<file path="src/hw/rtl/erqt_ram.sv">
`default_nettype none

module erqt_ram #(
  parameter int unsigned WIDTH = 8,
  parameter int unsigned DEPTH = 16
) (
  input  wire logic                                      clk_i,
  input  wire logic                                      we_i,
  input  wire logic [((DEPTH > 1) ? $clog2(DEPTH) : 1)-1:0] waddr_i,
  input  wire logic [WIDTH-1:0]                          wdata_i,
  input  wire logic                                      re_i,
  input  wire logic [((DEPTH > 1) ? $clog2(DEPTH) : 1)-1:0] raddr_i,
  output logic      [WIDTH-1:0]                          rdata_o
);

  logic [WIDTH-1:0] mem_q [DEPTH];

  always_ff @(posedge clk_i) begin
    if (we_i) begin
      mem_q[waddr_i] <= wdata_i;
    end
    if (re_i) begin
      rdata_o <= mem_q[raddr_i];
    end
  end

endmodule

`default_nettype wire

</file>
<file path="config.mk">
export PLATFORM = sky130hd
export DESIGN_NAME = erqt_ram
export DESIGN_NICKNAME = d
export VERILOG_FILES = /design/src/hw/rtl/erqt_ram.sv
export SDC_FILE = /design/constraint.sdc
export NUM_CORES = 1
export LEC_CHECK = 0
export ABC_AREA = 1
export BUFFER_PORTS_ARGS = -buffer_cell sky130_fd_sc_hd__buf_4
export CAP_MARGIN = 20
export CELL_PAD_IN_SITES_DETAIL_PLACEMENT = 0
export CELL_PAD_IN_SITES_GLOBAL_PLACEMENT = 1
export CORE_MARGIN = 2
export CORE_UTILIZATION = 49
export DETAILED_ROUTE_END_ITERATION = 10
export HOLD_SLACK_MARGIN = 0.1
export PLACE_DENSITY = 0.79
export SLEW_MARGIN = 20
export SYNTH_ARGS = -nofsm -noshare
export SYNTH_HDL_FRONTEND = slang
export SYNTH_SLANG_ARGS = --single-unit
</file>
<file path="constraint.sdc">
create_clock -name clk_i -period 1.55 [get_ports clk_i]
set_input_delay 0.31 -clock clk_i [delete_from_list [all_inputs] [get_ports clk_i]]
set_output_delay 0.31 -clock clk_i [all_outputs]
set_load 0.01 [all_outputs]
</file>
==> metrics.txt, run 1 <==
status finished, violations left; failing checks DRC; post-synth top area cell edfxtp_1; sw frac around a fifth; Req. time, crit path between 1 and 1.5 ns; top cell type's share of synthesized area around 70%; Worst-Skew Late Latency 0.41 ns; largest net degree at the start of global routing 65; layout cells sized above 1 about an eighth; CTS buffer count 17; Leakage about 3 nW; clock tree from TritonCTS yes; most common cell after layout, fill and taps aside nand2_1; # port buffers 26; clk slew on worst S/H paths ~0.05 ns; maxcap violations 0; Initial DRC Count 349; fin crit period around 1.3 ns; vias ~3.9k; CP max FO 1; CP Launch Point rdata_o[1]; Logic pwr share approximately 6%; die width 113 um; Distinct cells, synth 11; reg2reg start mem_q[5][2]; final hold violations 0; Chip Height between 100 and 150 um; Final Cycle Share roughly 85%; Syn Area/Cell approximately 11 um2; GRT Overall Usage about 22%; Syn Nets 570; Pwr per Cell Area around 1300 mW/mm2; clock sinks about 140; Util after Layout between 60% and 70%; Ant. Diodes 0; synthesized instance count 551; sequential-to-total area share from yosys stat 69.8%; Int Pwr 7.32 mW; most frequent cells in the layout nand2_1, edfxtp_1, inv_1; largest cells by area after synthesis edfxtp_1, nand2_1, nand3_1; Synth Area in Compound Gates 0%; crit end category primary output; hold_buf cts 0; Crit path arrival time between 1 and 1.5 ns; Initial Utilization between 50 and 60%; fmax about 0.76 GHz; total core area approximately 0.012 mm2; Worst Setup Start Kind flop; Finished Cell Area between 0.006 and 0.007 mm2; final setup fails 0; initial antenna violation count 0; top-level I/O count 27; cts repair resizes 0; post-synth design cell area 0.00585 mm2; critical path depth 1; total setup buffers inserted after CTS 0; fill count ~900; Post-DRT Antenna Nets 0; Post-DP HPWL approximately 8000 um; Setup crit end rdata_o[1]; area grow syn2layout 18.5%; Yosys Warn Count 0; CP max stage delay approximately 0.43 ns; Final Wtd Congestion roughly 0.82; Final TNS setup 0 ns; dpl cell area 0.00627 mm2; nets@finish just over 600; Worst Skew approximately 0.0067 ns; cells on worst reg2reg path 6; clock share of power roughly half; die area between 0.01 and 0.015 mm2; H-tree depth 4; sequential share of power a little under half; critical path type reg2out; R2R Setup Slk between 0.3 and 0.4 ns; Root Buffer clkbuf_16; Post-Synth Adder-Cell Area 0%; Worst Max-Slew Pin Slew 0.624 ns; multiplexer area fraction after synthesis 0%; TritonRoute pass-1 iters 8; Cell Rows 39; crit-path cells buf_4; main combinational cell family by area after synthesis simple AND/OR/NAND/NOR gates; RSZ-0062 raised after global routing false; Overflow after GRT 0; vias in the first global route ~3.7k; Vias per Instance ~5.2; worst path bufs/invs 1; Critical-path top delay cell edfxtp_1; Synth Area in XOR/XNOR 0%; VDD IR max about 740 uV; Max-slew headroom between 50% and 60%; Top delay family on crit path flip-flops; reg2reg end rdata_o[2]; Clock Path Buffers 2; WL final 13400 um; post-synthesis simple-gate area fraction between 20% and 30%; DRC violations left 1; Hold Path Class in2reg; max-slew violations 0; Psw approximately 1.8 mW; first-pass GRT wire length 21000 um; DR WL/cell approximately 18 um; synthesis-stage register bit count ~140
## how the worst min path moves through the flow
stage	startpoint	to	slack (ns)	depth (start not counted)
finish	re_i	rdata_o[0]	0.21	1
detailed placement	re_i	rdata_o[0]	0.62	1
global placement	re_i	rdata_o[0]	0.62	1
CTS	re_i	rdata_o[0]	0.20	1
global route	re_i	rdata_o[0]	0.20	1
floorplan	wdata_i[0]	mem_q[0][0]	0.41	0
## cells by family (layout without fill, tap and decap cells)
logic type | count (synthesis) | in the layout
flip-flops | 136 | 136
AND/OR/NAND/NOR | 289 | 289
buffers and inverters | 126 | 182
## routing by layer
| metal | GRT usage (%) | vias up | wire [um] |
|---|---|---|---|
| met1 | 32.0 | 1808 | 5680 |
| met2 | 35.0 | 179 | 6240 |
| met3 | 4.50 | 20 | 1220 |
| met4 | 7.56 | 0 | 216 |
| li1 | - | 1869 | - |
| met5 | 0 | - | 0 |
## cell usage after synthesis
master	n
buf_2	13
inv_1	100
edfxtp_1	136
nand2_1	173
buf_6	6
nand3_1	97
inv_2	2
buf_1	1
nand3b_1	2
nor2_1	17
buf_4	4
## cell type report
cell class | instances | area, um2 | share of cell area [%]
clock buffer | 18 | 429 | 6.20
clock inverter | 14 | 228 | 3.29
inverter | 102 | 383 | 5.53
multi-input combinational | 289 | 1210 | 17.5
sequential | 136 | 4080 | 59.0
tap | 143 | 179 | 2.58
timing repair buffer | 48 | 410 | 5.92
## metrics by stage
step | hold WS (ns) | power [mW] | instances | setup slack (ns)
after CTS | 0.195 | 9.19 | 750 | 0.207
after detailed placement | 0.622 | 4.79 | 718 | -0.0388
final | 0.209 | 9.15 | 750 | 0.228
after global routing | 0.197 | 9.43 | 750 | 0.201
after global placement | 0.616 | 4.78 | 718 | -0.0259
after floorplan | 0.409 | 4.54 | 551 | 0.289
## power by group through the flow
stage	Combinational [mW]	Clock (mW)	Sequential, mW
2_1_floorplan	0.290	0	4.25
3_3_place_gp	0.535	0	4.25
3_5_place_dp	0.544	0	4.25
4_1_cts	0.548	4.46	4.18
5_1_grt	0.603	4.65	4.18
6_report	0.545	4.43	4.17
## flip-flops by register name, summed over array words and instances, names as in the netlist
register	cells
rdata_o	8
mem_q	128
(Power assumes the default switching activity.)
==> run 2: changes to the inputs <==
--- a/config.mk
+++ b/config.mk
@@ -11,10 +11,10 @@
 export CELL_PAD_IN_SITES_DETAIL_PLACEMENT = 0
 export CELL_PAD_IN_SITES_GLOBAL_PLACEMENT = 1
 export CORE_MARGIN = 2
-export CORE_UTILIZATION = 49
+export CORE_UTILIZATION = 44
 export DETAILED_ROUTE_END_ITERATION = 10
 export HOLD_SLACK_MARGIN = 0.1
-export PLACE_DENSITY = 0.79
+export PLACE_DENSITY = 0.75
 export SLEW_MARGIN = 20
 export SYNTH_ARGS = -nofsm -noshare
 export SYNTH_HDL_FRONTEND = slang
==> constraint.sdc (replaced) <==
create_clock -name clk_i -period 1.2 [get_ports clk_i]
set_input_delay 0.24 -clock clk_i [delete_from_list [all_inputs] [get_ports clk_i]]
set_output_delay 0.24 -clock clk_i [all_outputs]
set_load 0.01 [all_outputs]
==> metrics.txt, run 2 (synthesis gave the netlist of run 1 again) <==
max reg flops approximately 130; Pwr per Cell Area 1550 mW/mm2; Leakage between 3 and 4 nW; worst path bufs/invs 1; most frequent cells in the layout nand2_1, edfxtp_1, inv_1; maxcap violations 0; # port buffers 26; final setup fails 3; Worst Skew 0.00622 ns; R2R Setup Slk ~0.05 ns; fill count roughly 1.2k; Ant. Diodes 0; die area 0.0142 mm2; die width 119 um; WL final around 14000 um; Hold Path Class in2reg; final hold violations 0; largest net degree at the start of global routing 33; TritonRoute pass-1 iters 5; Crit path arrival time 1.00 ns; crit end category primary output; Logic pwr share about 6.9%; total setup buffers inserted after CTS 0; Final Cycle Share 103%; status finished, violations left; area grow syn2layout 19.5%; Top delay family on crit path flip-flops; VDD IR max roughly 1100 uV; Top reg by flops mem_q; Initial DRC Count 377; CP Launch Point rdata_o[0]; clock sinks roughly 140; Initial Utilization between 40% and 50%; Int Pwr 8.43 mW; Final WS setup -0.0418 ns; layout cells sized above 1 between 10% and 20%; crit-path cells buf_6; Worst Max-Slew Pin Slew approximately 0.27 ns; Worst-Skew Late Latency 0.42 ns; clock tree from TritonCTS yes; Place WS -0.237 ns; Setup crit end rdata_o[0]; Final Wtd Congestion ~0.89; biggest regs mem_q: 128 flops, rdata_o: 8 flops; Clock Path Buffers 2; clock share of power between 40% and 50%; H-tree depth 4; Worst Setup Start Kind flop; critical path type reg2out; Psw between 2 and 2.5 mW; reg2reg start mem_q[5][6]; first-pass GRT wire length about 21000 um; RSZ-0062 raised after global routing true; DR WL/cell 17.1 um; vias between 3k and 4k; cts repair resizes 3; Util after Layout approximately 53%; CP max stage delay 0.43 ns; top-level I/O count 27; DRC violations left 0; reg2reg end rdata_o[6]; Vias per Instance around 5; worst hold slack between 0.1 and 0.15 ns; sw frac approximately 22%; most common cell after layout, fill and taps aside nand2_1; nets@finish about 620; hold_buf cts 0; Max-slew headroom ~82%; CTS buffer count 17; Critical-path top delay cell edfxtp_1; clk slew on worst S/H paths 0.06 ns; initial antenna violation count 0; cells on worst reg2reg path 6; Overflow after GRT 0; Post-DP HPWL 8730 um; failing checks setup timing; vias in the first global route roughly 3.8k; sequential share of power between 40% and 50%; fmax between 0.8 and 0.9 GHz; CP max FO 1; Cell Rows between 40 and 50; fin crit period 1.24 ns; GRT Overall Usage about a fifth; Total Power 10.8 mW; Chip Height about 120 um; critical path depth 1; Req. time, crit path 0.96 ns; Post-DRT Antenna Nets 0; Root Buffer clkbuf_16; total core area 0.0131 mm2; max-slew violations 0
run 2: cell type report:
cell class	instances	area [um2]	area share (%)
clock buffers	18	429	6.14
clock inverters	14	110	1.58
inverters	102	383	5.48
multi-input cells	289	1220	17.5
flip-flops and latches	136	4080	58.5
well taps	176	220	3.15
repair buffers	57	534	7.65
run 2: metrics by stage:
stage	TNS, ns	area (um2)	cells
finish	-0.0717	6980	792
global route	-0.144	6980	792
CTS	-0.145	6970	792
detailed placement	-4.10	6420	760
global placement	-2.66	6420	760
floorplan	0	5850	551
run 2: power groups by stage:
stage	logic (mW)	registers, mW	clock network (mW)
after floorplan	0.375	5.49	0
after global placement	0.740	5.48	0
after detailed placement	0.748	5.48	0
after CTS	0.755	5.39	4.78
after global routing	0.827	5.39	4.98
final	0.750	5.39	4.70
run 2: worst min path at each step:
stage	cells after the start	slack, ns	start	endpoint
after floorplan	0	0.34	wdata_i[0]	mem_q[0][0]
after detailed placement	1	0.55	re_i	rdata_o[1]
after global placement	1	0.55	re_i	rdata_o[1]
final	1	0.13	re_i	rdata_o[0]
after global routing	1	0.12	re_i	rdata_o[1]
after CTS	1	0.11	re_i	rdata_o[1]
run 2: per-layer routing:
layer	global-route usage (%)	wire length, um	up-vias
met5	0	0	-
met4	9.23	358	0
met3	3.74	610	24
met2	34.1	6640	105
met1	26.4	5920	1860
li1	-	-	1883
